**config.mk**
```make
export PLATFORM = sky130hd
export DESIGN_NAME = crc16_frame_generate_check_unit
export DESIGN_NICKNAME = d
export VERILOG_FILES = /design/src/crc16fgc_pkg.sv /design/src/crc16fgc_front.sv /design/src/crc16fgc_queue.sv /design/src/crc16fgc_back.sv /design/src/crc16_frame_generate_check_unit.sv
export VERILOG_INCLUDE_DIRS = /design/src /design/src/src
export SDC_FILE = /design/constraint.sdc
export NUM_CORES = 1
export LEC_CHECK = 0
export BUFFER_PORTS_ARGS = -buffer_cell sky130_fd_sc_hd__buf_2
export CAP_MARGIN = 20
export CORE_MARGIN = 2
export CORE_UTILIZATION = 55
export CTS_CLUSTER_SIZE = 8
export DETAILED_ROUTE_END_ITERATION = 8
export PLACE_DENSITY = 0.81
export SYNTH_ARGS = -nofsm -noshare
export SYNTH_HDL_FRONTEND = slang
export SYNTH_HIERARCHICAL = 1
export SYNTH_SLANG_ARGS = --single-unit
```
**constraint.sdc**
```tcl
create_clock -name i_clk -period 4 [get_ports i_clk]
set_clock_uncertainty 0.05 [all_clocks]
set_input_delay 0.8 -clock i_clk [delete_from_list [all_inputs] [get_ports i_clk]]
set_output_delay 0.8 -clock i_clk [all_outputs]
set_load 0.01 [all_outputs]
```
**src/crc16_frame_generate_check_unit_macros.svh**
```systemverilog
// ----------------------------------------------------------------------------
// crc16 frame unit assertion macros
// concurrent assertion wrappers, empty in synthesis builds
// ----------------------------------------------------------------------------
`ifndef CRC16_FRAME_GENERATE_CHECK_UNIT_MACROS_SVH
`define CRC16_FRAME_GENERATE_CHECK_UNIT_MACROS_SVH

`ifndef SYNTHESIS
// same-cycle implication
`define CRCU_ASSERT_IMP(label, clk, rst_n, ante, cons, msg) \
    label: assert property (@(posedge clk) disable iff (!rst_n) (ante) |-> (cons)) \
        else $error(msg);
// next-cycle implication
`define CRCU_ASSERT_NXT(label, clk, rst_n, ante, cons, msg) \
    label: assert property (@(posedge clk) disable iff (!rst_n) (ante) |=> (cons)) \
        else $error(msg);
`else
`define CRCU_ASSERT_IMP(label, clk, rst_n, ante, cons, msg)
`define CRCU_ASSERT_NXT(label, clk, rst_n, ante, cons, msg)
`endif

`endif

```
**src/crc16fgc_pkg.sv**
```systemverilog
// ----------------------------------------------------------------------------
// crc16 frame unit package
// shared codes, command format and the byte-wide crc update
// ----------------------------------------------------------------------------
package crc16fgc_pkg;

    localparam int unsigned MAX_FRAME_DEFAULT = 1024;
    localparam int unsigned LEN_W             = 11;
    localparam logic [LEN_W-1:0] EXP_LEN_RESET = 11'd9;
    localparam logic [15:0] CRC_POLY          = 16'h8408;
    localparam logic [15:0] CRC_INIT          = 16'hFFFF;
    localparam int unsigned QUEUE_DEPTH       = 4;
    localparam int unsigned QUEUE_AW          = 2;

    // result kind carried on the output tuser
    typedef enum logic [1:0] {
        VERDICT_DATA    = 2'd0,
        VERDICT_OK      = 2'd1,
        VERDICT_CRC_ERR = 2'd2,
        VERDICT_LEN_ERR = 2'd3
    } t_verdict;

    // what follows the optional data byte of a command
    typedef enum logic [1:0] {
        TAIL_NONE    = 2'd0,
        TAIL_CRC     = 2'd1,
        TAIL_VERDICT = 2'd2
    } t_tail;

    // one queued command: up to three result transfers
    typedef struct packed {
        logic        emit_byte;
        logic [7:0]  data;
        t_tail       tail;
        logic [15:0] crc;
        t_verdict    verdict;
    } t_cmd;

    // queue status seen by the front and back
    typedef struct packed {
        logic full;
        logic empty;
    } t_q_stat;

    // reflected crc update, one byte, lsb first
    function automatic logic [15:0] crc_fold(input logic [15:0] crc, input logic [7:0] b);
        logic [15:0] c;
        c = crc ^ {8'h00, b};
        for (int k = 0; k < 8; k++) begin
            if (c[0]) begin
                c = (c >> 1) ^ CRC_POLY;
            end else begin
                c = c >> 1;
            end
        end
        return c;
    endfunction

endpackage

```
**src/crc16fgc_front.sv**
```systemverilog
// ----------------------------------------------------------------------------
// crc16 frame unit front end
// accepts bytes, tracks frame state and crc, emits commands to the queue
// ----------------------------------------------------------------------------
module crc16fgc_front #(
    parameter int unsigned MAX_FRAME = crc16fgc_pkg::MAX_FRAME_DEFAULT
) (
    input  logic                                i_clk,
    input  logic                                i_rst_n,
    input  logic                                i_cfg_wen,
    input  logic [crc16fgc_pkg::LEN_W-1:0]      i_cfg_wdata,
    input  logic                                i_valid,
    output logic                                o_ready,
    input  logic                                i_func,
    input  logic [7:0]                          i_byte,
    input  logic                                i_last,
    input  crc16fgc_pkg::t_q_stat               i_q_stat,
    output logic                                o_push,
    output crc16fgc_pkg::t_cmd                  o_cmd
);
    import crc16fgc_pkg::*;

    localparam int unsigned CW = $clog2(MAX_FRAME + 2);
    localparam int unsigned LW = (CW > LEN_W) ? CW : LEN_W;

    logic [LEN_W-1:0] r_exp_len;
    logic [15:0]      r_crc, n_crc;
    logic [7:0]       r_held0, n_held0;
    logic [7:0]       r_held1, n_held1;
    logic [1:0]       r_held_cnt, n_held_cnt;
    logic [CW-1:0]    r_count, n_count;
    logic             r_mode;

    logic mode;
    logic accept;
    logic release_old;
    logic len_ok;
    logic crc_match;
    logic [15:0] crc_inv;

    assign o_ready = !i_q_stat.full;
    assign accept  = i_valid && o_ready;
    assign mode    = (r_count == '0) ? i_func : r_mode;

    // frame byte count, saturating one past the maximum
    always_comb begin
        if (r_count < CW'(MAX_FRAME + 1)) begin
            n_count = r_count + 1'b1;
        end else begin
            n_count = r_count;
        end
    end

    // crc and holding pair update
    always_comb begin
        release_old = 1'b0;
        n_held0     = r_held0;
        n_held1     = r_held1;
        n_held_cnt  = r_held_cnt;
        if (!mode) begin
            n_crc = crc_fold(r_crc, i_byte);
        end else begin
            release_old = (r_held_cnt == 2'd2);
            if (release_old) begin
                n_crc      = crc_fold(r_crc, r_held0);
                n_held0    = r_held1;
                n_held1    = i_byte;
                n_held_cnt = 2'd2;
            end else begin
                n_crc = r_crc;
                if (r_held_cnt[0]) begin
                    n_held1 = i_byte;
                end else begin
                    n_held0 = i_byte;
                end
                n_held_cnt = r_held_cnt + 2'd1;
            end
        end
    end

    // end of frame checks
    assign crc_inv   = ~n_crc;
    assign len_ok    = (n_count >= CW'(2)) && (n_count <= CW'(MAX_FRAME)) &&
                       (LW'(n_count) == LW'(r_exp_len)) && (n_held_cnt == 2'd2);
    assign crc_match = (n_held0 == crc_inv[7:0]) && (n_held1 == crc_inv[15:8]);

    // command build
    always_comb begin
        o_cmd.crc = crc_inv;
        if (!mode) begin
            o_cmd.emit_byte = 1'b1;
            o_cmd.data      = i_byte;
            o_cmd.tail      = i_last ? TAIL_CRC : TAIL_NONE;
            o_cmd.verdict   = VERDICT_DATA;
        end else begin
            o_cmd.emit_byte = release_old;
            o_cmd.data      = r_held0;
            o_cmd.tail      = i_last ? TAIL_VERDICT : TAIL_NONE;
            if (!len_ok) begin
                o_cmd.verdict = VERDICT_LEN_ERR;
            end else if (crc_match) begin
                o_cmd.verdict = VERDICT_OK;
            end else begin
                o_cmd.verdict = VERDICT_CRC_ERR;
            end
        end
    end

    assign o_push = accept && (o_cmd.emit_byte || (o_cmd.tail != TAIL_NONE));

    // frame state registers
    always_ff @(posedge i_clk) begin
        if (!i_rst_n) begin
            r_exp_len  <= EXP_LEN_RESET;
            r_crc      <= CRC_INIT;
            r_held0    <= '0;
            r_held1    <= '0;
            r_held_cnt <= '0;
            r_count    <= '0;
            r_mode     <= 1'b0;
        end else begin
            if (i_cfg_wen) begin
                r_exp_len <= i_cfg_wdata;
            end
            if (accept) begin
                if (i_last) begin
                    r_crc      <= CRC_INIT;
                    r_held0    <= '0;
                    r_held1    <= '0;
                    r_held_cnt <= '0;
                    r_count    <= '0;
                    r_mode     <= 1'b0;
                end else begin
                    r_crc      <= n_crc;
                    r_held0    <= n_held0;
                    r_held1    <= n_held1;
                    r_held_cnt <= n_held_cnt;
                    r_count    <= n_count;
                    r_mode     <= mode;
                end
            end
        end
    end

endmodule

```
**src/crc16fgc_queue.sv**
```systemverilog
// ----------------------------------------------------------------------------
// crc16 frame unit command queue
// short register fifo between front end and back end
// ----------------------------------------------------------------------------
module crc16fgc_queue (
    input  logic                  i_clk,
    input  logic                  i_rst_n,
    input  logic                  i_push,
    input  crc16fgc_pkg::t_cmd    i_cmd,
    input  logic                  i_pop,
    output crc16fgc_pkg::t_cmd    o_head,
    output crc16fgc_pkg::t_q_stat o_stat
);
    import crc16fgc_pkg::*;

    t_cmd                r_mem [QUEUE_DEPTH];
    logic [QUEUE_AW-1:0] r_wptr;
    logic [QUEUE_AW-1:0] r_rptr;
    logic [QUEUE_AW:0]   r_count;

    assign o_stat.full  = (r_count == (QUEUE_AW+1)'(QUEUE_DEPTH));
    assign o_stat.empty = (r_count == '0);
    assign o_head       = r_mem[r_rptr];

    // entry storage
    always_ff @(posedge i_clk) begin
        if (i_push) begin
            r_mem[r_wptr] <= i_cmd;
        end
    end

    // pointers and fill level
    always_ff @(posedge i_clk) begin
        if (!i_rst_n) begin
            r_wptr  <= '0;
            r_rptr  <= '0;
            r_count <= '0;
        end else begin
            if (i_push) begin
                r_wptr <= r_wptr + 1'b1;
            end
            if (i_pop) begin
                r_rptr <= r_rptr + 1'b1;
            end
            if (i_push && !i_pop) begin
                r_count <= r_count + 1'b1;
            end else if (i_pop && !i_push) begin
                r_count <= r_count - 1'b1;
            end
        end
    end

endmodule

```
**src/crc16fgc_back.sv**
```systemverilog
// ----------------------------------------------------------------------------
// crc16 frame unit back end
// expands queued commands into result transfers through an output register
// ----------------------------------------------------------------------------
module crc16fgc_back (
    input  logic                  i_clk,
    input  logic                  i_rst_n,
    input  crc16fgc_pkg::t_cmd    i_head,
    input  crc16fgc_pkg::t_q_stat i_q_stat,
    output logic                  o_pop,
    output logic                  o_valid,
    input  logic                  i_ready,
    output logic [7:0]            o_byte,
    output logic [1:0]            o_verdict,
    output logic                  o_frame_end
);
    import crc16fgc_pkg::*;

    logic       r_valid;
    logic [7:0] r_byte;
    t_verdict   r_verdict;
    logic       r_frame_end;
    logic [1:0] r_step;

    logic       load;
    logic       entry_done;
    logic [1:0] tail_step;
    logic [7:0] n_byte;
    t_verdict   n_verdict;
    logic       n_frame_end;

    assign load      = !i_q_stat.empty && (!r_valid || i_ready);
    assign o_pop     = load && entry_done;
    assign tail_step = r_step - {1'b0, i_head.emit_byte};

    // pick the result for the current step of the head command
    always_comb begin
        n_byte      = i_head.data;
        n_verdict   = VERDICT_DATA;
        n_frame_end = 1'b0;
        entry_done  = 1'b1;
        if (i_head.emit_byte && (r_step == 2'd0)) begin
            entry_done = (i_head.tail == TAIL_NONE);
        end else begin
            case (i_head.tail)
                TAIL_CRC: begin
                    if (tail_step == 2'd0) begin
                        n_byte     = i_head.crc[7:0];
                        entry_done = 1'b0;
                    end else begin
                        n_byte      = i_head.crc[15:8];
                        n_frame_end = 1'b1;
                    end
                end
                TAIL_VERDICT: begin
                    n_byte      = 8'h00;
                    n_verdict   = i_head.verdict;
                    n_frame_end = 1'b1;
                end
                default: begin
                    entry_done = 1'b1;
                end
            endcase
        end
    end

    // output register and step counter
    always_ff @(posedge i_clk) begin
        if (!i_rst_n) begin
            r_valid <= 1'b0;
            r_step  <= '0;
        end else begin
            if (load) begin
                r_valid <= 1'b1;
                r_step  <= entry_done ? 2'd0 : r_step + 2'd1;
            end else if (i_ready) begin
                r_valid <= 1'b0;
            end
        end
    end

    always_ff @(posedge i_clk) begin
        if (load) begin
            r_byte      <= n_byte;
            r_verdict   <= n_verdict;
            r_frame_end <= n_frame_end;
        end
    end

    assign o_valid     = r_valid;
    assign o_byte      = r_byte;
    assign o_verdict   = r_verdict;
    assign o_frame_end = r_frame_end;

endmodule

```
**src/crc16_frame_generate_check_unit.sv**
```systemverilog
// ----------------------------------------------------------------------------
// crc16 frame generate / check unit
// Takes one byte per cycle on the input stream. In generate mode (tuser 0 on
// the first byte) each byte is passed on and the frame's last byte is
// followed by the inverted reflected CRC-16 (poly 0x8408, preset 0xFFFF),
// low byte first, the second CRC byte carrying tlast. In check mode the last
// two bytes are held back and one verdict transfer (tuser: 1 ok, 2 crc error,
// 3 length error, tdata 0, tlast 1) ends the frame; the length must equal the
// expected length register. Input bytes are taken every cycle while the
// four-entry command queue has room; results leave one per cycle from the
// output register, so a generate frame of N bytes gives N+2 result transfers,
// and the output port sets the sustained rate. Each result passes through
// the command queue entry and then the output register.
// ----------------------------------------------------------------------------
`include "crc16_frame_generate_check_unit_macros.svh"

module crc16_frame_generate_check_unit #(
    parameter int unsigned MAX_FRAME = crc16fgc_pkg::MAX_FRAME_DEFAULT
) (
    input  logic                            i_clk,
    input  logic                            i_rst_n,
    // expected frame length register
    input  logic                            i_cfg_wen,
    input  logic [crc16fgc_pkg::LEN_W-1:0]  i_cfg_wdata,
    // input byte stream
    input  logic                            s_axis_tvalid,
    output logic                            s_axis_tready,
    input  logic [7:0]                      s_axis_tdata,  // [7:0] data_byte
    input  logic [0:0]                      s_axis_tuser,  // [0] func
    input  logic                            s_axis_tlast,
    // result stream
    output logic                            m_axis_tvalid,
    input  logic                            m_axis_tready,
    output logic [7:0]                      m_axis_tdata,  // [7:0] out_byte
    output logic [1:0]                      m_axis_tuser,  // [1:0] verdict
    output logic                            m_axis_tlast
);
    import crc16fgc_pkg::*;

    logic    push;
    logic    pop;
    t_cmd    push_cmd;
    t_cmd    head_cmd;
    t_q_stat q_stat;

    // byte intake and frame tracking
    crc16fgc_front #(
        .MAX_FRAME (MAX_FRAME)
    ) u_front (
        .i_clk       (i_clk),
        .i_rst_n     (i_rst_n),
        .i_cfg_wen   (i_cfg_wen),
        .i_cfg_wdata (i_cfg_wdata),
        .i_valid     (s_axis_tvalid),
        .o_ready     (s_axis_tready),
        .i_func      (s_axis_tuser[0]),
        .i_byte      (s_axis_tdata),
        .i_last      (s_axis_tlast),
        .i_q_stat    (q_stat),
        .o_push      (push),
        .o_cmd       (push_cmd)
    );

    // command queue
    crc16fgc_queue u_queue (
        .i_clk   (i_clk),
        .i_rst_n (i_rst_n),
        .i_push  (push),
        .i_cmd   (push_cmd),
        .i_pop   (pop),
        .o_head  (head_cmd),
        .o_stat  (q_stat)
    );

    // result expansion
    crc16fgc_back u_back (
        .i_clk       (i_clk),
        .i_rst_n     (i_rst_n),
        .i_head      (head_cmd),
        .i_q_stat    (q_stat),
        .o_pop       (pop),
        .o_valid     (m_axis_tvalid),
        .i_ready     (m_axis_tready),
        .o_byte      (m_axis_tdata),
        .o_verdict   (m_axis_tuser),
        .o_frame_end (m_axis_tlast)
    );

    // checks
    `CRCU_ASSERT_IMP(a_verdict_ends_frame, i_clk, i_rst_n, m_axis_tvalid && (m_axis_tuser != VERDICT_DATA), m_axis_tlast && (m_axis_tdata == 8'h00), "verdict transfer without frame end or with nonzero byte")
    `CRCU_ASSERT_IMP(a_queue_status, i_clk, i_rst_n, 1'b1, !(q_stat.full && q_stat.empty), "queue flagged full and empty together")
    `CRCU_ASSERT_NXT(a_no_result_from_nothing, i_clk, i_rst_n, q_stat.empty && !m_axis_tvalid, !m_axis_tvalid, "result appeared with empty queue")

endmodule

```
### Word level (Yosys, flattened, before mapping)

Memories as Yosys holds them, arrays and structs flattened. A register that Yosys moved wholly into a read port is not among the register bits.
Cells that the tools add are included.
W data, S select, Z words.

* flip-flop bits (word level): 78
* latch bits: 0
* memory bits (writable): 116
* memory bits (read-only): 0
* input port bits: 26
* output and inout port bits: 13
* logic and storage cells: 159
* memories kept: 1

Memory list
* u_queue.r_mem: words 4, bits a word 29, rd ports 1, clocked after Yosys merged registers in 1, write ports 1, line crc16fgc_queue.sv:16 `t_cmd r_mem [QUEUE_DEPTH];`

* add/subtract/negate cells: 8
* $mul: 0
* div/mod/pow operators: 0
* $lt $le $gt $ge: 3
* equality and inequality tests: 8
* shift operators: 0
* multiplexer cells: 77
* bitwise gates (word level): 20
* reduce and logical (&&, ||, !) cells: 27

Operators with widths (number)
* $mux W16: 40
* $mux W8: 10
* $not A2 Y3: 16
* $mux W11: 3
* $xor A16 B8 Y16: 2
* $mux W2: 10
* $eq A8 B8 Y1: 2
* $not A16 Y16: 1
* $pmux W8 S2: 1
* $add A11 B1 Y11 const B: 1
* $eq A11 B11 Y1: 1
* $ge A11 B2 Y1 const B: 1
* $le A11 B11 Y1 const B: 1
* $logic_and A1 B1 Y1: 11
* $logic_not A11 Y1: 1
* $lt A11 B11 Y1 const B: 1
* $mux W1: 10
* $add A2 B1 Y2 const B: 4
* $eq A2 B2 Y1 const B: 3
* $logic_not A2 Y1: 3
* $mux W3: 2
* $reduce_bool A2 Y1: 3
* $logic_not A1 Y1: 5
* $add A3 B1 Y3 const B: 1
* other kinds (9): 10

### Logic depth before layout (Yosys ltp)

* word-level depth: 39
* gate-level depth with buffers: 14

### Cells and area by module

Netlist, hierarchy kept.

Modules (own cells, without submodules)
* crc16fgc_queue: instances 1, cells each 194, area an instance 4638.2 um^2
* crc16fgc_front: instances 1, cells each 535, area an instance 4480.5 um^2
* crc16fgc_back: instances 1, cells each 84, area an instance 823.3 um^2

### Worst setup path after synthesis

OpenSTA, ideal clock, no wires.

* path type: reg-to-reg
* start: reg u_front.r_count[3]
* end: reg u_queue.r_count[2]
* data arrival time: 3451 ps
* path slack: 424 ps
* cell stages (with the launch flop): 14
* buffers on the path: 2
* period minus slack after synthesis: 3576 ps
* cells stage by stage: dfxtp_1 -> buf_6 -> or4_4 -> buf_6 -> o41ai_4 -> a21oi_2 -> inv_1 -> o21a_1 -> ha_1 -> inv_1 -> fa_1 -> xor2_1 -> or3_1 -> a21boi_0

RTL lines
* start: declaration: line crc16fgc_front.sv:31 `logic [CW-1:0] r_count, n_count;`
* start signal: assignment: line crc16fgc_front.sv:138 `r_count <= n_count;`
* end signal: assignment: line crc16fgc_queue.sv:46 `r_count <= r_count + 1'b1;`
* end signal: assignment: line crc16fgc_queue.sv:48 `r_count <= r_count - 1'b1;`
* end: declaration: line crc16fgc_queue.sv:19 `logic [QUEUE_AW:0] r_count;`

==> flow_summary.toml <==
[global_route]
grt_pass1_wl_mm = 36.6
gr-total-overflow = 0
antenna_found_initial = 0
grt_pass1_vias = 6561
grt_max_degree = 71
grtUsageTotal = 0.244

[timing]
rsz0062_at_grt = "false"
finalSetupViolCount = 0
tns_ns = 0
period_minus_slack_ns = 3.67
hold_viol = 0
fin_crit_sh = 0.918
tightest_slew_ns = 1.05
max_freq_ghz = 0.272
finalMaxSlewViolations = 0
slew_headroom = 0.302

[final_layout]
drive_gt1_frac = 0.177
nets = 885
n_antenna_cell = 0
area_growth_pct = 9.77
final_cells = 1087
utilization = 0.612

[worst_setup_path]
cp-end-kind = "flop"
cp.required_ns = 4.19
path_max_fanout = 14
critPathLaunchType = "flop"
crit_type = "reg2reg"
worstPathArrival_ns = 3.86

[cts]
root_buffer = "clkbuf_16"
ctsHoldBuffers = 0
cts.htree.levels = 4
cts_resized = 0
cts.sinks = 196
clkTransAtPathRegs_ns = 0.08
clk_path_buf_depth = 2
cts_setup_buffers = 0
cts_buffers = 17
insertion_delay_ns = 0.45
cts_tree = "built"

[logic_synthesis]
async_flop_share = 0
synth_fa_ha_area_frac = 0.0184
synth_top_family_by_area = "simple AND/OR/NAND/NOR gates"
synthDistinctLibCells = 85
synth.net_count = 853
synth_compound_area_frac = 0.119
synth_edf_count = 127
synth_top_area_cell = "edfxtp_1"
ys_seq_area_frac = 0.523
synthXorXnorAreaFrac = 0.0722
yosys.area_share.simple = 0.132
ys.flop_type = "edfxtp_1"
yosysTopAreaCellShare = 0.384
synth_area_leaders = "edfxtp_1 38%, dfxtp_1 14%, mux4_2 6.3%"
netlist_area_sq_mm = 0.00994
synth_seq_cells = 196
synth_area_per_cell_sq_um = 12.2
muxShareOfSynthArea = 0.0964
synthCells = 813
yosysWarningCount = 6

[pwr]
p_leak_nw = 3.91
p_per_area_mw_per_mm2 = 552
p_sw_mw = 2.02
p_clk_frac = 0.283
ir_worst_vdd_v = 0.000410
internal_power_mw = 4.01
power_frac_seq = 0.431
p_sw_frac = 0.335
pwr-share-comb = 0.285

[placed_design]
place_hpwl_mm = 15.2
port_buffers = 38
gp_congestion = 1.00
dp.cells = 1055

[run]
max_cap_viol_count = 0

[detailed_routing]
postRouteAntennaNets = 0
drtIter0Drc = 811
first_pass_iters = 6
vias_per_cell = 6.28
vias = 6830
drc = 0
wl_mm = 23.0
wl_per_cell_um = 21.1

[hold_path]
hold_path.class = "reg2reg"

[floorplan]
die_width_um = 138
start_util = 0.557
die_area_sq_mm = 0.0192
die_y_um = 138
std_cell_rows = 49
pin_count = 39
core_sq_mm = 0.0178

[outcome]
status = "finished, final reports clean"
## worst max-delay path, stage by stage (launching register included)
cell and delay [ns]:
dfxtp_1 0.40, or4_1 0.73, o41a_1 0.41, nor2_2 0.57, buf_4 0.31, a21oi_2 0.12
xnor2_1 0.18, a2111oi_4 0.31, nand4_1 0.13, o21ai_1 0.27
## power groups by stage
stage,sequential [mW],combinational (mW),clock (mW)
floorplan,2.64,1.25,0
global placement,2.63,1.65,0
detailed placement,2.64,1.70,0
CTS,2.60,1.72,1.74
global route,2.62,1.86,1.81
finish,2.60,1.72,1.71
## worst paths after layout
kind | start | end | slack [ns] | depth (start not counted)
max | u_front/r_count[2] | u_queue/r_mem[1][0] | 0.33 | 9
min | u_back/o_valid | u_back/o_valid | 0.45 | 2
max reg2reg | u_front/r_count[2] | u_queue/r_mem[1][0] | 0.33 | 9
min reg2reg | u_back/o_valid | u_back/o_valid | 0.45 | 2
## area by class of cell
cell class	count	area, sq um
Clock inverter	15	175
Tap cell	229	287
Clock buffer	17	425
Inverter	27	101
Multi-Input combinational cell	541	4360
Fill cell	1352	6930
Sequential cell	196	5200
Timing Repair Buffer	62	370
## state kept, by name, summed over array words and instances (netlist names), 3 cells and up, named ones only
signal             cells
u_queue/r_mem        116
u_front/r_crc         16
u_front/r_count       11
u_front/r_exp_len     11
u_back/o_byte          8
u_front/r_held0        8
u_front/r_held1        8
u_queue/r_count        3
## through the flow
step                area (sq um)  total power, mW  hold WS, ns  worst slack, ns
finish                     10900             6.03        0.452            0.327
global route               10900             6.29        0.493            0.132
CTS                        10900             6.06        0.464            0.364
detailed placement         10300             4.34        0.445            0.383
global placement           10300             4.28        0.439            0.483
floorplan                   9940             3.89        0.413            0.424
## cells in the final DEF, fill, tap and decap left out, types with 5 or more instances in the layout
cell,netlist,routed
edfxtp_1,127,127
nand2_1,74,74
dfxtp_1,69,68
xnor2_1,42,42
buf_2,9,38
nor2b_1,32,32
mux2i_1,29,29
o21ai_0,28,28
mux4_2,28,28
xor2_1,27,27
inv_1,26,26
nor2_1,26,25
buf_4,1,24
and2_1,23,23
a22oi_1,23,23
nand4_1,22,22
clkbuf_16,0,17
nand3_1,16,16
ha_1,13,13
o22ai_1,11,11
a21oi_1,11,11
a31oi_1,9,9
nand2b_1,8,8
o31ai_1,7,7
o2bb2ai_1,6,6
nor3_1,6,6
and3_1,5,5
a21oi_2,5,5
## Yosys cell counts (6+ instances only)
cell / n
xnor2_1: 42
nor2_1: 26
mux4_2: 28
o21ai_0: 28
a22oi_1: 23
nor2b_1: 32
nand2b_1: 8
clkbuf_1: 26
ha_1: 13
xor2_1: 27
nand2_1: 74
mux2i_1: 29
nand3_1: 16
o2bb2ai_1: 6
edfxtp_1: 127
a31oi_1: 9
a21oi_1: 11
nand4_1: 22
nor3_1: 6
o31ai_1: 7
buf_2: 9
dfxtp_1: 69
buf_6: 10
o22ai_1: 11
inv_1: 26
and2_1: 23
## metal layers
layer,vias to the layer above,track usage,share of wire
met5,-,0,0
met4,0,0.0822,0.025
met3,51,0.0481,0.077
met2,323,0.390,0.48
met1,3346,0.338,0.42
li1,3110,-,-
## kinds of logic after synthesis
kind of cell             Yosys count
flip-flops                       196
AND/OR/NAND/NOR                  240
multiplexers                      59
XOR/XNOR                          74
adder cells (fa/ha/maj)           14
buffers and inverters             76
AO/OA/AOI/OAI                    154
(Power assumes the default switching activity.)
